--- src/rtl/core/fcsg_pkg.sv ---
`default_nettype none
package fcsg_pkg;

   localparam int MAX_RADIUS  = 19;
   localparam int RADIUS_W    = 5;
   localparam int COORD_IN_W  = 11;
   localparam int COORD_OUT_W = 12;

   // Walk values: ox and oy as small signed words, decision term wider
   localparam int WALK_W      = 6;
   localparam int DECISION_W  = 8;

   localparam int QUEUE_DEPTH = 2;
   localparam int QUEUE_PTR_W = (QUEUE_DEPTH > 1) ? $clog2(QUEUE_DEPTH) : 1;
   localparam int QUEUE_CNT_W = $clog2(QUEUE_DEPTH + 1);

   typedef struct packed {
      logic signed [COORD_IN_W-1:0] center_x;
      logic signed [COORD_IN_W-1:0] center_y;
      logic        [RADIUS_W-1:0]   radius;
   } circle_type;

   typedef struct packed {
      logic full;
      logic empty;
   } queue_status_type;

   // Order of the four spans of one walk step
   typedef enum logic [1:0] {
      SLOT_PLUS_X  = 2'd0,
      SLOT_PLUS_Y  = 2'd1,
      SLOT_MINUS_Y = 2'd2,
      SLOT_MINUS_X = 2'd3
   } slot_type;

   typedef enum logic [1:0] {
      ST_IDLE = 2'b01,
      ST_WALK = 2'b10
   } walk_state_type;

endpackage
`default_nettype wire

--- src/rtl/core/fcsg_front.sv ---
`default_nettype none
module fcsg_front (
   input  wire logic                                 clock,
   input  wire logic                                 reset,
   input  wire logic                                 start,
   input  wire logic signed [fcsg_pkg::COORD_IN_W-1:0] req_center_x,
   input  wire logic signed [fcsg_pkg::COORD_IN_W-1:0] req_center_y,
   input  wire logic        [fcsg_pkg::RADIUS_W-1:0]   req_radius,
   input  wire fcsg_pkg::queue_status_type           queue_status,
   output logic                                      busy,
   output logic                                      front_valid,
   output logic                                      push,
   output fcsg_pkg::circle_type                      push_data
);
   import fcsg_pkg::*;

   logic       front_valid_ff, front_valid_in;
   circle_type front_data_ff,  front_data_in;
   logic       ready;
   logic       accept;

   assign push   = front_valid_ff && !queue_status.full;
   assign ready  = !front_valid_ff || !queue_status.full;
   assign accept = start && ready;

   always_comb begin
      front_data_in = front_data_ff;
      if (accept) begin
         front_data_in.center_x = req_center_x;
         front_data_in.center_y = req_center_y;
         // clamp oversized radius
         if (req_radius > RADIUS_W'(MAX_RADIUS)) begin
            front_data_in.radius = RADIUS_W'(MAX_RADIUS);
         end else begin
            front_data_in.radius = req_radius;
         end
      end
   end

   always_comb begin
      front_valid_in = front_valid_ff;
      if (accept) begin
         front_valid_in = 1'b1;
      end else if (push) begin
         front_valid_in = 1'b0;
      end
   end

   always_ff @(posedge clock) begin
      if (reset) begin
         front_valid_ff <= 1'b0;
      end else begin
         front_valid_ff <= front_valid_in;
      end
      front_data_ff <= front_data_in;
   end

   assign busy        = !ready;
   assign front_valid = front_valid_ff;
   assign push_data   = front_data_ff;

endmodule
`default_nettype wire

--- src/rtl/core/fcsg_queue.sv ---
`default_nettype none
module fcsg_queue (
   input  wire logic                       clock,
   input  wire logic                       reset,
   input  wire logic                       push,
   input  wire fcsg_pkg::circle_type       push_data,
   input  wire logic                       pop,
   output fcsg_pkg::circle_type            pop_data,
   output fcsg_pkg::queue_status_type      status
);
   import fcsg_pkg::*;

   circle_type               entry_ff [QUEUE_DEPTH];
   logic [QUEUE_PTR_W-1:0]   wr_ptr_ff, wr_ptr_in;
   logic [QUEUE_PTR_W-1:0]   rd_ptr_ff, rd_ptr_in;
   logic [QUEUE_CNT_W-1:0]   count_ff,  count_in;
   logic                     do_push, do_pop;

   assign status.full  = (count_ff == QUEUE_CNT_W'(QUEUE_DEPTH));
   assign status.empty = (count_ff == '0);
   assign do_push      = push && !status.full;
   assign do_pop       = pop && !status.empty;

   always_comb begin
      wr_ptr_in = wr_ptr_ff;
      rd_ptr_in = rd_ptr_ff;
      count_in  = count_ff;
      if (do_push) begin
         wr_ptr_in = (wr_ptr_ff == QUEUE_PTR_W'(QUEUE_DEPTH - 1)) ? '0 : wr_ptr_ff + 1'b1;
      end
      if (do_pop) begin
         rd_ptr_in = (rd_ptr_ff == QUEUE_PTR_W'(QUEUE_DEPTH - 1)) ? '0 : rd_ptr_ff + 1'b1;
      end
      if (do_push && !do_pop) begin
         count_in = count_ff + 1'b1;
      end else if (do_pop && !do_push) begin
         count_in = count_ff - 1'b1;
      end
   end

   always_ff @(posedge clock) begin
      if (reset) begin
         wr_ptr_ff <= '0;
         rd_ptr_ff <= '0;
         count_ff  <= '0;
      end else begin
         wr_ptr_ff <= wr_ptr_in;
         rd_ptr_ff <= rd_ptr_in;
         count_ff  <= count_in;
      end
      if (do_push) begin
         entry_ff[wr_ptr_ff] <= push_data;
      end
   end

   assign pop_data = entry_ff[rd_ptr_ff];

endmodule
`default_nettype wire

--- src/rtl/core/fcsg_walk.sv ---
`default_nettype none
module fcsg_walk (
   input  wire logic                                   clock,
   input  wire logic                                   reset,
   input  wire fcsg_pkg::queue_status_type             queue_status,
   input  wire fcsg_pkg::circle_type                   pop_data,
   output logic                                        pop,
   output logic                                        rsp_valid,
   output logic signed [fcsg_pkg::COORD_OUT_W-1:0]     rsp_span_row,
   output logic signed [fcsg_pkg::COORD_OUT_W-1:0]     rsp_span_left,
   output logic signed [fcsg_pkg::COORD_OUT_W-1:0]     rsp_span_right,
   output logic                                        rsp_last_span
);
   import fcsg_pkg::*;

   walk_state_type                 st_ff,    st_in;
   slot_type                       slot_ff,  slot_in;
   logic signed [WALK_W-1:0]       ox_ff,    ox_in;
   logic signed [WALK_W-1:0]       oy_ff,    oy_in;
   logic signed [DECISION_W-1:0]   d_ff,     d_in;
   circle_type                     circ_ff,  circ_in;

   logic                           valid_ff, valid_in;
   logic signed [COORD_OUT_W-1:0]  row_ff,   row_in;
   logic signed [COORD_OUT_W-1:0]  left_ff,  left_in;
   logic signed [COORD_OUT_W-1:0]  right_ff, right_in;
   logic                           last_ff,  last_in;

   logic signed [DECISION_W-1:0]   ox_w, oy_w, r_w;
   logic signed [WALK_W-1:0]       ox_nx, oy_nx;
   logic signed [DECISION_W-1:0]   d_nx;
   logic signed [COORD_OUT_W-1:0]  cx_w, cy_w, off_w, half_w;
   logic                           walk_done;

   assign pop = (st_ff == ST_IDLE) && !queue_status.empty;

   assign ox_w = DECISION_W'(ox_ff);
   assign oy_w = DECISION_W'(oy_ff);
   assign r_w  = DECISION_W'($signed({1'b0, circ_ff.radius}));

   // Andres decision rules
   always_comb begin
      if (d_ff >= (ox_w + ox_w)) begin
         d_nx  = d_ff - (ox_w + ox_w + DECISION_W'(1));
         ox_nx = ox_ff + WALK_W'(1);
         oy_nx = oy_ff;
      end else if (d_ff < ((r_w - oy_w) + (r_w - oy_w))) begin
         d_nx  = d_ff + (oy_w + oy_w - DECISION_W'(1));
         ox_nx = ox_ff;
         oy_nx = oy_ff - WALK_W'(1);
      end else begin
         d_nx  = d_ff + ((oy_w - ox_w - DECISION_W'(1)) + (oy_w - ox_w - DECISION_W'(1)));
         ox_nx = ox_ff + WALK_W'(1);
         oy_nx = oy_ff - WALK_W'(1);
      end
   end

   assign walk_done = (oy_nx < ox_nx);

   assign cx_w = COORD_OUT_W'(circ_ff.center_x);
   assign cy_w = COORD_OUT_W'(circ_ff.center_y);

   always_comb begin
      unique case (slot_ff)
         SLOT_PLUS_X: begin
            off_w  = COORD_OUT_W'(ox_ff);
            half_w = COORD_OUT_W'(oy_ff);
         end
         SLOT_PLUS_Y: begin
            off_w  = COORD_OUT_W'(oy_ff);
            half_w = COORD_OUT_W'(ox_ff);
         end
         SLOT_MINUS_Y: begin
            off_w  = -COORD_OUT_W'(oy_ff);
            half_w = COORD_OUT_W'(ox_ff);
         end
         SLOT_MINUS_X: begin
            off_w  = -COORD_OUT_W'(ox_ff);
            half_w = COORD_OUT_W'(oy_ff);
         end
         default: begin
            off_w  = '0;
            half_w = '0;
         end
      endcase
   end

   always_comb begin
      st_in    = st_ff;
      slot_in  = slot_ff;
      ox_in    = ox_ff;
      oy_in    = oy_ff;
      d_in     = d_ff;
      circ_in  = circ_ff;
      valid_in = 1'b0;
      row_in   = row_ff;
      left_in  = left_ff;
      right_in = right_ff;
      last_in  = 1'b0;
      unique case (st_ff)
         ST_IDLE: begin
            if (pop) begin
               circ_in = pop_data;
               ox_in   = '0;
               oy_in   = WALK_W'($signed({1'b0, pop_data.radius}));
               d_in    = DECISION_W'($signed({1'b0, pop_data.radius})) - DECISION_W'(1);
               slot_in = SLOT_PLUS_X;
               st_in   = ST_WALK;
            end
         end
         ST_WALK: begin
            valid_in = 1'b1;
            row_in   = cy_w + off_w;
            left_in  = cx_w - half_w;
            right_in = cx_w + half_w;
            slot_in  = slot_type'(slot_ff + 2'd1);
            if (slot_ff == SLOT_MINUS_X) begin
               ox_in   = ox_nx;
               oy_in   = oy_nx;
               d_in    = d_nx;
               last_in = walk_done;
               if (walk_done) begin
                  st_in = ST_IDLE;
               end
            end
         end
         default: begin
            st_in = ST_IDLE;
         end
      endcase
   end

   always_ff @(posedge clock) begin
      if (reset) begin
         st_ff    <= ST_IDLE;
         slot_ff  <= SLOT_PLUS_X;
         valid_ff <= 1'b0;
         last_ff  <= 1'b0;
      end else begin
         st_ff    <= st_in;
         slot_ff  <= slot_in;
         valid_ff <= valid_in;
         last_ff  <= last_in;
      end
      ox_ff    <= ox_in;
      oy_ff    <= oy_in;
      d_ff     <= d_in;
      circ_ff  <= circ_in;
      row_ff   <= row_in;
      left_ff  <= left_in;
      right_ff <= right_in;
   end

   assign rsp_valid      = valid_ff;
   assign rsp_span_row   = row_ff;
   assign rsp_span_left  = left_ff;
   assign rsp_span_right = right_ff;
   assign rsp_last_span  = last_ff;

endmodule
`default_nettype wire

--- src/rtl/core/filled_circle_span_generator_top.sv ---
// Filled circle span generator.
//
// Request channel: drive req_center_x, req_center_y and req_radius with start
// high; the transaction is taken at a rising edge where start is high and
// busy is low. A radius above the largest supported value is clamped to it.
// Response channel: each horizontal span appears on the rsp_ ports for one
// cycle, flagged by rsp_valid; rsp_last_span marks the final span of a
// circle. The receiver cannot stall, so spans simply stream out.
// Path: the first span of a circle passes the front register, the queue
// entry, the walker state and the output register, if the queue is empty
// and the walker idle. Throughput: one span per cycle while walking, four
// spans per walk step (15 steps at radius 19), then back to idle for the
// next circle. The walker's one-span-per-cycle loop sets the rate.
// A front register and a two-entry queue let further requests be taken
// while a circle is being walked; busy rises once both are full.
// Reset: synchronous, active high; drops any queued circles and the walk in
// progress, and leaves rsp_valid low.
`default_nettype none
module filled_circle_span_generator_top (
   input  wire logic                                   clock,
   input  wire logic                                   reset,
   input  wire logic                                   start,
   output logic                                        busy,
   input  wire logic signed [fcsg_pkg::COORD_IN_W-1:0] req_center_x,
   input  wire logic signed [fcsg_pkg::COORD_IN_W-1:0] req_center_y,
   input  wire logic        [fcsg_pkg::RADIUS_W-1:0]   req_radius,
   output logic                                        rsp_valid,
   output logic signed [fcsg_pkg::COORD_OUT_W-1:0]     rsp_span_row,
   output logic signed [fcsg_pkg::COORD_OUT_W-1:0]     rsp_span_left,
   output logic signed [fcsg_pkg::COORD_OUT_W-1:0]     rsp_span_right,
   output logic                                        rsp_last_span
);
   import fcsg_pkg::*;

   queue_status_type queue_status;
   circle_type       push_data;
   circle_type       pop_data;
   logic             push;
   logic             pop;
   logic             front_valid;

   // Front: take the request, clamp the radius, hand it to the queue
   fcsg_front u_front (
      .clock        (clock),
      .reset        (reset),
      .start        (start),
      .req_center_x (req_center_x),
      .req_center_y (req_center_y),
      .req_radius   (req_radius),
      .queue_status (queue_status),
      .busy         (busy),
      .front_valid  (front_valid),
      .push         (push),
      .push_data    (push_data)
   );

   // Hold circles between front and walker
   fcsg_queue u_queue (
      .clock    (clock),
      .reset    (reset),
      .push     (push),
      .push_data(push_data),
      .pop      (pop),
      .pop_data (pop_data),
      .status   (queue_status)
   );

   // Back: walk the circle and stream spans, one per cycle while walking
   fcsg_walk u_walk (
      .clock          (clock),
      .reset          (reset),
      .queue_status   (queue_status),
      .pop_data       (pop_data),
      .pop            (pop),
      .rsp_valid      (rsp_valid),
      .rsp_span_row   (rsp_span_row),
      .rsp_span_left  (rsp_span_left),
      .rsp_span_right (rsp_span_right),
      .rsp_last_span  (rsp_last_span)
   );

   // The walker goes idle after the final span of a circle, so no span is issued in the cycle after it
   a_gap_after_last: assert property (@(posedge clock) disable iff (reset)
      rsp_valid && rsp_last_span |=> !rsp_valid)
      else $error("span issued straight after the last span of a circle");

   // Never pop an empty queue
   a_pop_not_empty: assert property (@(posedge clock) disable iff (reset)
      pop |-> !queue_status.empty)
      else $error("walker popped an empty queue");

   // Busy only while the front holds a circle the queue cannot take
   a_busy_cause: assert property (@(posedge clock) disable iff (reset)
      busy |-> front_valid && queue_status.full)
      else $error("busy raised without a blocked front register");

endmodule
`default_nettype wire
--- config.mk ---
export PLATFORM = sky130hd
export DESIGN_NAME = filled_circle_span_generator_top
export DESIGN_NICKNAME = d
export VERILOG_FILES = /design/src/rtl/core/fcsg_pkg.sv /design/src/rtl/core/fcsg_front.sv /design/src/rtl/core/fcsg_queue.sv /design/src/rtl/core/fcsg_walk.sv /design/src/rtl/core/filled_circle_span_generator_top.sv
export SDC_FILE = /design/constraint.sdc
export NUM_CORES = 1
export LEC_CHECK = 0
export BUFFER_PORTS_ARGS = -buffer_cell sky130_fd_sc_hd__buf_2
export CAP_MARGIN = 20
export CORE_ASPECT_RATIO = 1.2
export CORE_MARGIN = 10
export CORE_UTILIZATION = 55
export DETAILED_ROUTE_END_ITERATION = 10
export MAX_ROUTING_LAYER = met4
export PLACE_DENSITY = 0.77
export SKIP_LAST_GASP = 1
export SLEW_MARGIN = 25
export SYNTH_ARGS = -nofsm -noshare
export SYNTH_HDL_FRONTEND = slang
export SYNTH_SLANG_ARGS = --single-unit
--- constraint.sdc ---
create_clock -name clock -period 4.6 [get_ports clock]
set_input_delay 0.92 -clock clock [delete_from_list [all_inputs] [get_ports clock]]
set_output_delay 0.92 -clock clock [all_outputs]
set_load 0.1 [all_outputs]
==> run summary, run 1 <==
status: finished, final reports clean
FFs w/ async S/R, synth: 0
routed vias: 6,643
post-synthesis register bit count: 175
Worst Path Class, Setup: flip-flop to flip-flop
Worst Min Path Start: u_front.push_data[1]$_SDFFCE_PN1P_
Ant. Diodes: 0
EDFF count, synth: 163
CTS tree: done
die area: 0.0239 sq mm
postcts setup bufs: 0
die span in x: 143 um
Worst Hold Class: flip-flop to flip-flop
GPL Wtd Cong: 0.894
Crit. End Element: flip-flop
first-pass GRT wire length: 34.2 mm
most used cell, CP: a21o_1
fin crit share: 0.944
WL final: 21.3 mm
Clock Path Buffers: 2
Reg clk slew, reported paths: 70 ps
slowest stage cell on the critical path: or4b_2
Main synth FF type: edfxtp_1
die height: 167 um
drt pass-1 iters: 8
Nets: 1,055
CP required: 4940 ps
DR DRC count: 0
DR iter-0 viols: 555
average cell area after synthesis: 11.8 sq um
Slew @ Worst Pin: 881 ps
number of port buffers: 68
most common cell after layout, fill and taps aside: edfxtp_1
clock latency on the worst-skew pair: 450 ps
GR Util All Layers: 0.187
DP HPWL: 15.5 mm
Hold Path End: u_queue.entry_ff[1][1]$_DFFE_PP_
Max Clock Freq: 0.230 GHz
Syn Std Cell Area: 0.00994 sq mm
crit-path max cell delay: 600 ps
maxcap violations: 0
CP max FO: 8
Worst R2R End: u_walk.st_ff[1]$_SDFFE_PP0P_
r2r setup slk: 260 ps
Distinct cells, synth: 70
Initial Utilization: 0.563
max-slew violations: 0
IO Pins: 69
global route overflow: 0
hold depth: 0
average wire per standard cell: 18.4 um
syn nets: 973
final setup violation count: 0
H-tree depth: 4
warnings from Yosys: 0
core area: 0.0176 sq mm
Synth area leader: edfxtp_1
crit path cell chain: inv_2 > ha_1 > a21o_1 > a21o_1 > a21o_1 > a21oi_1 > xnor2_1 > ha_1 > inv_1 > o211ai_1 > a21oi_2 > o21ai_4 > nand4_1 > xnor2_1 > ha_1 > inv_1 > or4b_2 > a221oi_1 > a32oi_1 > a21o_1
clk sinks: 175
detail-routed via count per cell: 5.74
TNS Setup: 0 ps
WP data arrival: 4680 ps
Antenna Nets Post-Route: 0
share of layout cells above drive strength 1: 0.186
Hold Vio Cnt, Final: 0
largest net degree at the start of global routing: 50
Slew headroom: 0.407
initial antenna violation count: 0
row cnt: 53
unrepaired setup endpoints after global routing: false
share of the synthesized area in the top cell type: 0.493
clock skew: 13.1 ps
CTS root buffer: clkbuf_16
CTS buffer count: 17
Final Critical Period: 4340 ps
area delta synth->final: 13.1%
Area contributors post-synth: edfxtp_1 (49%), ha_1 (12%), xnor2_1 (4.8%)
Synth Instances: 843
Register-to-Register Path Depth: 20
reg2reg start: u_walk.oy_ff[1]$_DFFE_PP_
vias in the first global route: 6,723
CP startpoint kind: flip-flop
Worst Setup SP: u_walk.oy_ff[1]$_DFFE_PP_
register area share after synthesis: 0.517
most frequent cells in the layout: edfxtp_1 (163), ha_1 (92), inv_1 (80), buf_2 (68), nor2_1 (63)
==> layer usage <==
metal,vias to the layer above,wire (um),part of all wire,GRT usage
li1,3239,-,-,-
met1,3175,9130,0.43,0.217
met2,188,10700,0.50,0.315
met3,41,1030,0.049,0.0362
met4,0,458,0.021,0.0692
met5,-,0,0,-
==> worst max-delay path by stage <==
| stage | to | slack (ps) |
|---|---|---|
| floorplan | u_walk.st_ff[1]$_SDFFE_PP0P_ | 330 |
| global placement | u_walk.st_ff[1]$_SDFFE_PP0P_ | 290 |
| detailed placement | u_walk.st_ff[1]$_SDFFE_PP0P_ | 190 |
| CTS | u_walk.st_ff[1]$_SDFFE_PP0P_ | 170 |
| global route | u_walk.st_ff[1]$_SDFFE_PP0P_ | 20 |
| finish | u_walk.st_ff[1]$_SDFFE_PP0P_ | 260 |
==> sequential cells by signal, summed over array words and instances (netlist names), 2 cells and up, named ones only <==
signal and count:
u_queue.count_ff 2, u_walk.oy_ff 6, u_front.push_data 27, u_walk.d_ff 8, u_walk.rsp_span_right 12, u_walk.ox_ff 6, u_walk.circ_ff 27, u_walk.st_ff 2
u_queue.entry_ff 54, u_walk.rsp_span_left 11, u_walk.rsp_span_row 12, u_walk.slot_ff 2
==> area by class of cell <==
class | instances | area [sq um]
Clock buffer | 17 | 425
Tap cell | 220 | 275
Sequential cell | 175 | 5130
Clock inverter | 15 | 205
Timing Repair Buffer | 84 | 460
Fill cell | 1386 | 6400
Multi-Input combinational cell | 563 | 4420
Inverter | 84 | 317
==> critical path, delay by kind of cell (launching register included) <==
family                     cells  cell delay [ps]
buffers and inverters          3              220
DFF                            1              400
xor gates and xnor gates       2              260
and+or+nand+nor                2              750
AOI/OAI and AO/OA             10             1720
adders and majority gates      3              870
==> cell usage after synthesis (5+ instances only) <==
library cell,number
inv_1,83
ha_1,92
nand2_1,34
o31ai_1,5
nor2_1,64
xnor2_1,54
xor2_1,12
a21o_1,16
dfxtp_1,12
and3_1,5
edfxtp_1,163
o21ai_0,35
nand3_1,11
o21bai_1,7
a31oi_1,9
nor2b_1,12
fa_1,8
mux2_2,29
nor3_1,14
o21a_1,6
nand2b_1,7
mux2i_1,5
o211ai_1,12
clkbuf_1,17
a21oi_1,56
==> cell families (layout without fill, tap and decap cells) <==
family,Yosys count,count (layout),synth area share
compound gates,180,180,0.118
buf+inv,105,200,0.0408
mux,35,35,0.0394
flops,175,175,0.517
xor+xnor,69,69,0.0637
fa+ha+maj,100,100,0.132
simple gates,179,179,0.0895
==> metrics by stage <==
stage,instance area (sq um),util,hold WS [ps],instances,setup WS (ps)
final,11200,0.637,447,1158,259
after global routing,11200,0.637,453,1158,15.3
after CTS,11200,0.636,447,1158,167
after detailed placement,10600,0.600,432,1126,189
after global placement,10600,0.600,423,1126,288
after floorplan,9940,-,421,843,325
==> timing repair <==
| action | 4_1_cts | 5_1_grt |
|---|---|---|
| gates resized for setup | 0 | 5 |
| setup endpoints to repair | 0 | 3 |
| hold buffers | 0 | 0 |
Power of run 1 is not shown: default switching activity piles up to over one toggle a cycle in this logic, so the estimate is an artifact.
==> run 2, diff against run 1 <==
--- a/config.mk
+++ b/config.mk
@@ -9,12 +9,13 @@
 export CAP_MARGIN = 20
 export CORE_ASPECT_RATIO = 1.2
 export CORE_MARGIN = 10
-export CORE_UTILIZATION = 55
+export CORE_UTILIZATION = 50
 export DETAILED_ROUTE_END_ITERATION = 10
 export MAX_ROUTING_LAYER = met4
-export PLACE_DENSITY = 0.77
+export PLACE_DENSITY = 0.71
 export SKIP_LAST_GASP = 1
 export SLEW_MARGIN = 25
 export SYNTH_ARGS = -nofsm -noshare
 export SYNTH_HDL_FRONTEND = slang
+export SYNTH_HIERARCHICAL = 1
 export SYNTH_SLANG_ARGS = --single-unit
==> run summary, run 2 <==
status: finished, final reports clean
Distinct cells, synth: 78 (+11%)
M1 GR Usage: 0.201 (-0.0155)
die area: 0.0259 sq mm (+8.4%)
FILL cells: 1,594 (+15%)
row cnt: 56 (+5.7%)
gr busiest metal: met2
die span in x: 148 um (+4.1%)
average cell area after synthesis: 12.1 sq um (+2.6%)
unrepaired setup endpoints after global routing: true
WP data arrival: 4790 ps (+110 ps)
Area contributors post-synth: edfxtp_1 (49%), ha_1 (12%), xnor2_1 (3.7%)
most frequent cells in the layout: edfxtp_1 (163), ha_1 (93), buf_2 (68), inv_1 (65), nor2_1 (52)
post-synthesis register bit count: 175 (unchanged)
Clock Path Buffers: 2 (unchanged)
Biggest register: u_queue/entry_ff
clock latency on the worst-skew pair: 430 ps (-20 ps)
share of layout cells above drive strength 1: 0.189 (+0.00336)
Worst Min Path Start: u_front/push_data[15]$_DFFE_PP_
initial antenna violation count: 0 (unchanged)
CTS buffer count: 17 (unchanged)
most common cell after layout, fill and taps aside: edfxtp_1
crit-path max cell delay: 420 ps (-180 ps)
CP max FO: 3 (-5)
number of port buffers: 68 (unchanged)
register area share after synthesis: 0.518 (+0.00170)
syn nets: 950 (-2.4%)
Buf/Inv on CP: 1 (-2)
vias in the first global route: 6,515 (-3.1%)
Main synth FF type: edfxtp_1
maxcap violations: 0 (unchanged)
H-tree depth: 4 (unchanged)
Hold Vio Cnt, Final: 0 (unchanged)
Syn Std Cell Area: 0.00991 sq mm (-0.33%)
DR DRC count: 0 (unchanged)
warnings from Yosys: 6 (+6)
clk sinks: 175 (unchanged)
detail-routed via count per cell: 5.51 (-3.9%)
grt met3 use: 0.0288 (-0.00738)
crit path cell chain: ha_1 > a21o_1 > a21o_1 > a21o_1 > a21oi_1 > xnor2_1 > ha_1 > inv_1 > o32a_1 > and2_1 > a2111oi_4 > xnor2_1 > ha_1 > nor4bb_4 > o21ai_1 > nor2_1 > and4bb_2 > a211oi_2 > a21boi_1
Synth Instances: 819 (-2.8%)
core area: 0.0195 sq mm (+11%)
GR Util All Layers: 0.167 (-0.0201)
Antenna Nets Post-Route: 0 (unchanged)
hold buffer count at cts: 0 (unchanged)
max reg flops: 54 (unchanged)
first-pass GRT wire length: 33.4 mm (-2.4%)
Slew headroom: 0.517 (+0.110)
global route overflow: 0 (unchanged)
Final Critical Period: 4480 ps (+137 ps)
IO Pins: 69 (unchanged)
FFs w/ async S/R, synth: 0 (unchanged)
met2 Resource Use GR: 0.265 (-0.0494)
clock skew: 8.06 ps (-5.02 ps)
Synth area leader: edfxtp_1
Worst Setup SP: u_walk/circ_ff[1]$_DFFE_PP_
Slew @ Worst Pin: 725 ps (-156 ps)
most frequent cell after synthesis: edfxtp_1
slowest stage cell on the critical path: edfxtp_1
final setup violation count: 0 (unchanged)
CTS root buffer: clkbuf_16
EDFF count, synth: 163 (unchanged)
GPL Wtd Cong: 0.937 (+4.8%)
CP top delay family: compound AO/OA/AOI/OAI gates
drt pass-1 iters: 5 (-3)
DP HPWL: 15.4 mm (-0.67%)
reg2reg start: u_walk/circ_ff[1]$_DFFE_PP_
Worst Hold Class: flip-flop to flip-flop
Worst Path Class, Setup: flip-flop to flip-flop
Crit. End Element: flip-flop
Reg clk slew, reported paths: 70 ps (about the same)
Ant. Diodes: 0 (unchanged)
average wire per standard cell: 17.5 um (-4.9%)
fin crit share: 0.974 (+0.0299)
area delta synth->final: 13.5%
max-slew violations: 0 (unchanged)
CTS tree: done
Initial Utilization: 0.507 (-0.0567)
Nets: 1,034 (-2.0%)
most frequent cells after synthesis: edfxtp_1 (163), ha_1 (93), inv_1 (66)
WL final: 20.6 mm (-3.3%)
Max Clock Freq: 0.223 GHz (-3.1%)
setup slack at placement: 98.5 ps (-90.1 ps)
largest net degree at the start of global routing: 51 (+2.0%)
post-route setup slack: 122 ps (-137 ps)
CP required: 4910 ps (-30 ps)
routed vias: 6,488 (-2.3%)
share of the synthesized area in the top cell type: 0.494 (+0.00162)
die height: 174 um (+4.1%)
DR iter-0 viols: 408 (-26%)
r2r setup slk: 120 ps (-140 ps)
CP startpoint kind: flip-flop
run 2: cell types whose count changed after synthesis, sizes merged, moves of 4 or more:
cell	before	now
a21o	16	22
a21oi	57	48
and2	2	6
and3	5	0
clkbuf	17	13
inv	83	66
nor2	65	53
nor3	14	19
o211ai	12	7
xnor2	55	43
xor2	13	18
run 2: stage by stage:
stage / instances / util / hold slack, ps / TNS (ps) / instance area [sq um]
4_1_cts: 1175 / 0.573 / 446 / 0 / 11200
2_1_floorplan: 819 / - / 421 / 0 / 9910
6_report: 1177 / 0.575 / 446 / 0 / 11200
5_1_grt: 1177 / 0.575 / 451 / -147 / 11200
3_5_place_dp: 1143 / 0.541 / 430 / 0 / 10600
3_3_place_gp: 1143 / 0.541 / 422 / 0 / 10600
run 2: cells by family (layout without fill, tap and decap cells):
group,count (synthesis),count (layout),share of synthesized area
muxes,35,35,0.0393
AOI/OAI and AO/OA,188,188,0.130
DFF,175,175,0.518
buffers and inverters,88,185,0.0360
xor gates and xnor gates,61,61,0.0547
adders and majority gates,101,101,0.134
and+or+nand+nor,171,171,0.0875
run 2: routing by layer:
metal	vias up	part of all wire
met2	149	0.49
met1	3104	0.44
met5	-	0
met3	47	0.037
met4	0	0.031
li1	3188	-
run 2: final timing paths:
path,cells after the start,end
worst max-delay path,19,u_walk/rsp_last_span$_SDFF_PP0_
worst min-delay path,0,u_queue/entry_ff[0][15]$_DFFE_PP_
worst max register to register,19,u_walk/rsp_last_span$_SDFF_PP0_
worst min register to register,0,u_queue/entry_ff[0][15]$_DFFE_PP_
run 2: layout make-up:
class | count | area [sq um] | share of cell area
Clock buffer | 18 | 429 | 0.0382
Timing Repair Buffer | 85 | 468 | 0.0416
Clock inverter | 14 | 196 | 0.0175
Multi-Input combinational cell | 556 | 4430 | 0.394
Inverter | 68 | 255 | 0.0227
Sequential cell | 175 | 5130 | 0.457
Tap cell | 261 | 327 | 0.0290
run 2: timing repair:
action / 4_1_cts / 5_1_grt
setup buffers: 0 / 2
resized for setup: 0 / 4
endpoints found under the setup margin: 0 / 3
Power of run 2 is left out for the same reason.
==> run 3, diff against run 2 <==
--- a/config.mk
+++ b/config.mk
@@ -11,8 +11,7 @@
 export CORE_MARGIN = 10
 export CORE_UTILIZATION = 50
 export DETAILED_ROUTE_END_ITERATION = 10
-export MAX_ROUTING_LAYER = met4
-export PLACE_DENSITY = 0.71
+export PLACE_DENSITY_LB_ADDON = 0.2
 export SKIP_LAST_GASP = 1
 export SLEW_MARGIN = 25
 export SYNTH_ARGS = -nofsm -noshare
==> run summary, run 3 (same netlist as run 2, synthesis figures left out) <==
area delta synth->final: 13.0%
Initial Utilization: 0.507 (unchanged)
crit-path max cell delay: 420 ps (about the same)
Buf/Inv on CP: 1 (unchanged)
Final Critical Period: 4410 ps (-64.2 ps)
routed vias: 6,473 (-0.23%)
most frequent cells in the layout: edfxtp_1 (163), ha_1 (93), buf_2 (68), inv_1 (66), nor2_1 (52)
number of port buffers: 68 (unchanged)
Nets: 1,033 (-0.097%)
WP data arrival: 4730 ps (-60 ps)
largest net degree at the start of global routing: 51 (unchanged)
vias in the first global route: 6,673 (+2.4%)
final core occ: 0.573 (-0.00262)
highest routed layer: met4
GPL Wtd Cong: 0.916 (-2.2%)
slowest stage cell on the critical path: edfxtp_1
postcts setup bufs: 0 (unchanged)
hold buffer count at cts: 0 (unchanged)
IO Pins: 69 (unchanged)
drt pass-1 iters: 5 (unchanged)
Worst Hold Class: flip-flop to flip-flop
WL final: 20.9 mm (+1.6%)
CTS buffer count: 17 (unchanged)
core area: 0.0195 sq mm (unchanged)
CP max FO: 4 (+1)
final setup violation count: 0 (unchanged)
most used cell, CP: a21o_1
Worst R2R End: u_walk/st_ff[1]$_SDFFE_PP0P_
reg2reg start: u_walk/circ_ff[1]$_DFFE_PP_
die height: 174 um (unchanged)
Register-to-Register Path Depth: 19 (unchanged)
DR iter-0 viols: 479 (+17%)
Ant. Diodes: 0 (unchanged)
Hold Vio Cnt, Final: 0 (unchanged)
Worst Path Class, Setup: flip-flop to flip-flop
Biggest register: u_queue/entry_ff
clock skew: 13.0 ps (+4.99 ps)
CTS tree: done
CTS root buffer: clkbuf_16
Crit. End Element: flip-flop
DP HPWL: 15.4 mm (about the same)
share of layout cells above drive strength 1: 0.187 (-0.00198)
GR Util All Layers: 0.166 (-0.000860)
average wire per standard cell: 17.8 um (+1.7%)
global route overflow: 0 (unchanged)
r2r setup slk: 190 ps (+60 ps)
hold depth: 0 (unchanged)
max reg flops: 54 (unchanged)
Hold Path End: u_queue/entry_ff[0][7]$_DFFE_PP_
Slew @ Worst Pin: 811 ps (+87.0 ps)
WL met1: 9.05 mm (-0.80%)
unrepaired setup endpoints after global routing: true
CP required: 4920 ps (about the same)
first-pass GRT wire length: 34.0 mm (+1.9%)
Reg clk slew, reported paths: 70 ps (about the same)
die area: 0.0259 sq mm (unchanged)
clock latency on the worst-skew pair: 430 ps (about the same)
crit path cell chain: ha_1 > a21o_1 > a21o_1 > a21o_1 > a21oi_1 > xnor2_1 > ha_1 > inv_1 > o32a_1 > and2_1 > a2111oi_4 > xnor2_1 > ha_1 > nor4bb_1 > o21ai_1 > nor2_1 > and4bb_2 > a211oi_2 > a21o_1
max-slew violations: 0 (unchanged)
Max Clock Freq: 0.227 GHz (+1.5%)
detail-routed via count per cell: 5.50 (-0.15%)
fin crit share: 0.960 (-0.0140)
clk sinks: 175 (unchanged)
status: finished, final reports clean
most common cell after layout, fill and taps aside: edfxtp_1
DR DRC count: 0 (unchanged)
die span in x: 148 um (unchanged)
Worst Min Path Start: u_front/push_data[7]$_DFFE_PP_
WL met3: 870 um (+13%)
CP startpoint kind: flip-flop
CP top delay family: compound AO/OA/AOI/OAI gates
Clock Path Buffers: 2 (unchanged)
Antenna Nets Post-Route: 0 (unchanged)
row cnt: 56 (unchanged)
initial antenna violation count: 0 (unchanged)
maxcap violations: 0 (unchanged)
H-tree depth: 4 (unchanged)
DR WL met2: 10.6 mm (+5.4%)
Slew headroom: 0.459 (-0.0580)
run 3: final cells by class:
| class | count | area, sq um |
|---|---|---|
| clock inverter | 15 | 174 |
| sequential | 175 | 5130 |
| multi-input combinational | 556 | 4420 |
| timing repair buffer | 84 | 460 |
| inverter | 68 | 255 |
| tap | 261 | 327 |
| clock buffer | 17 | 425 |
| fill | 1616 | 8360 |
run 3: per-layer routing:
metal,GRT usage,vias up
met5,0,-
li1,-,3184
met2,0.288,170
met3,0.0314,30
met4,0.0620,0
met1,0.198,3089
run 3: worst max-delay path by stage:
| stage | startpoint | endpoint | slack (ps) | depth (start not counted) |
|---|---|---|---|---|
| 2_1_floorplan | u_walk/oy_ff[1]$_DFFE_PP_ | u_walk/st_ff[1]$_SDFFE_PP0P_ | 150 | 21 |
| 3_3_place_gp | u_walk/circ_ff[1]$_DFFE_PP_ | u_walk/st_ff[1]$_SDFFE_PP0P_ | 310 | 19 |
| 3_5_place_dp | u_walk/circ_ff[1]$_DFFE_PP_ | u_walk/st_ff[1]$_SDFFE_PP0P_ | 180 | 19 |
| 4_1_cts | u_walk/circ_ff[1]$_DFFE_PP_ | u_walk/st_ff[1]$_SDFFE_PP0P_ | 150 | 19 |
| 5_1_grt | u_walk/oy_ff[1]$_DFFE_PP_ | u_walk/st_ff[0]$_SDFFE_PP1P_ | -20 | 20 |
| 6_report | u_walk/circ_ff[1]$_DFFE_PP_ | u_walk/st_ff[1]$_SDFFE_PP0P_ | 190 | 19 |
run 3: stage by stage:
| stage | worst slack (ps) | instance area, sq um | hold slack [ps] | setup TNS [ps] | cells |
|---|---|---|---|---|---|
| floorplan | 145 | 9910 | 421 | 0 | 819 |
| CTS | 146 | 11200 | 448 | 0 | 1176 |
| detailed placement | 181 | 10600 | 432 | 0 | 1144 |
| global placement | 311 | 10600 | 423 | 0 | 1144 |
| finish | 186 | 11200 | 447 | 0 | 1176 |
| global route | -17.4 | 11200 | 457 | -29.7 | 1176 |
run 3: repair_timing:
item	CTS	global route
gates resized for setup	0	1
endpoints found under the hold margin	0	0
endpoints found under the setup margin	0	3
Power of run 3 is left out for the same reason.
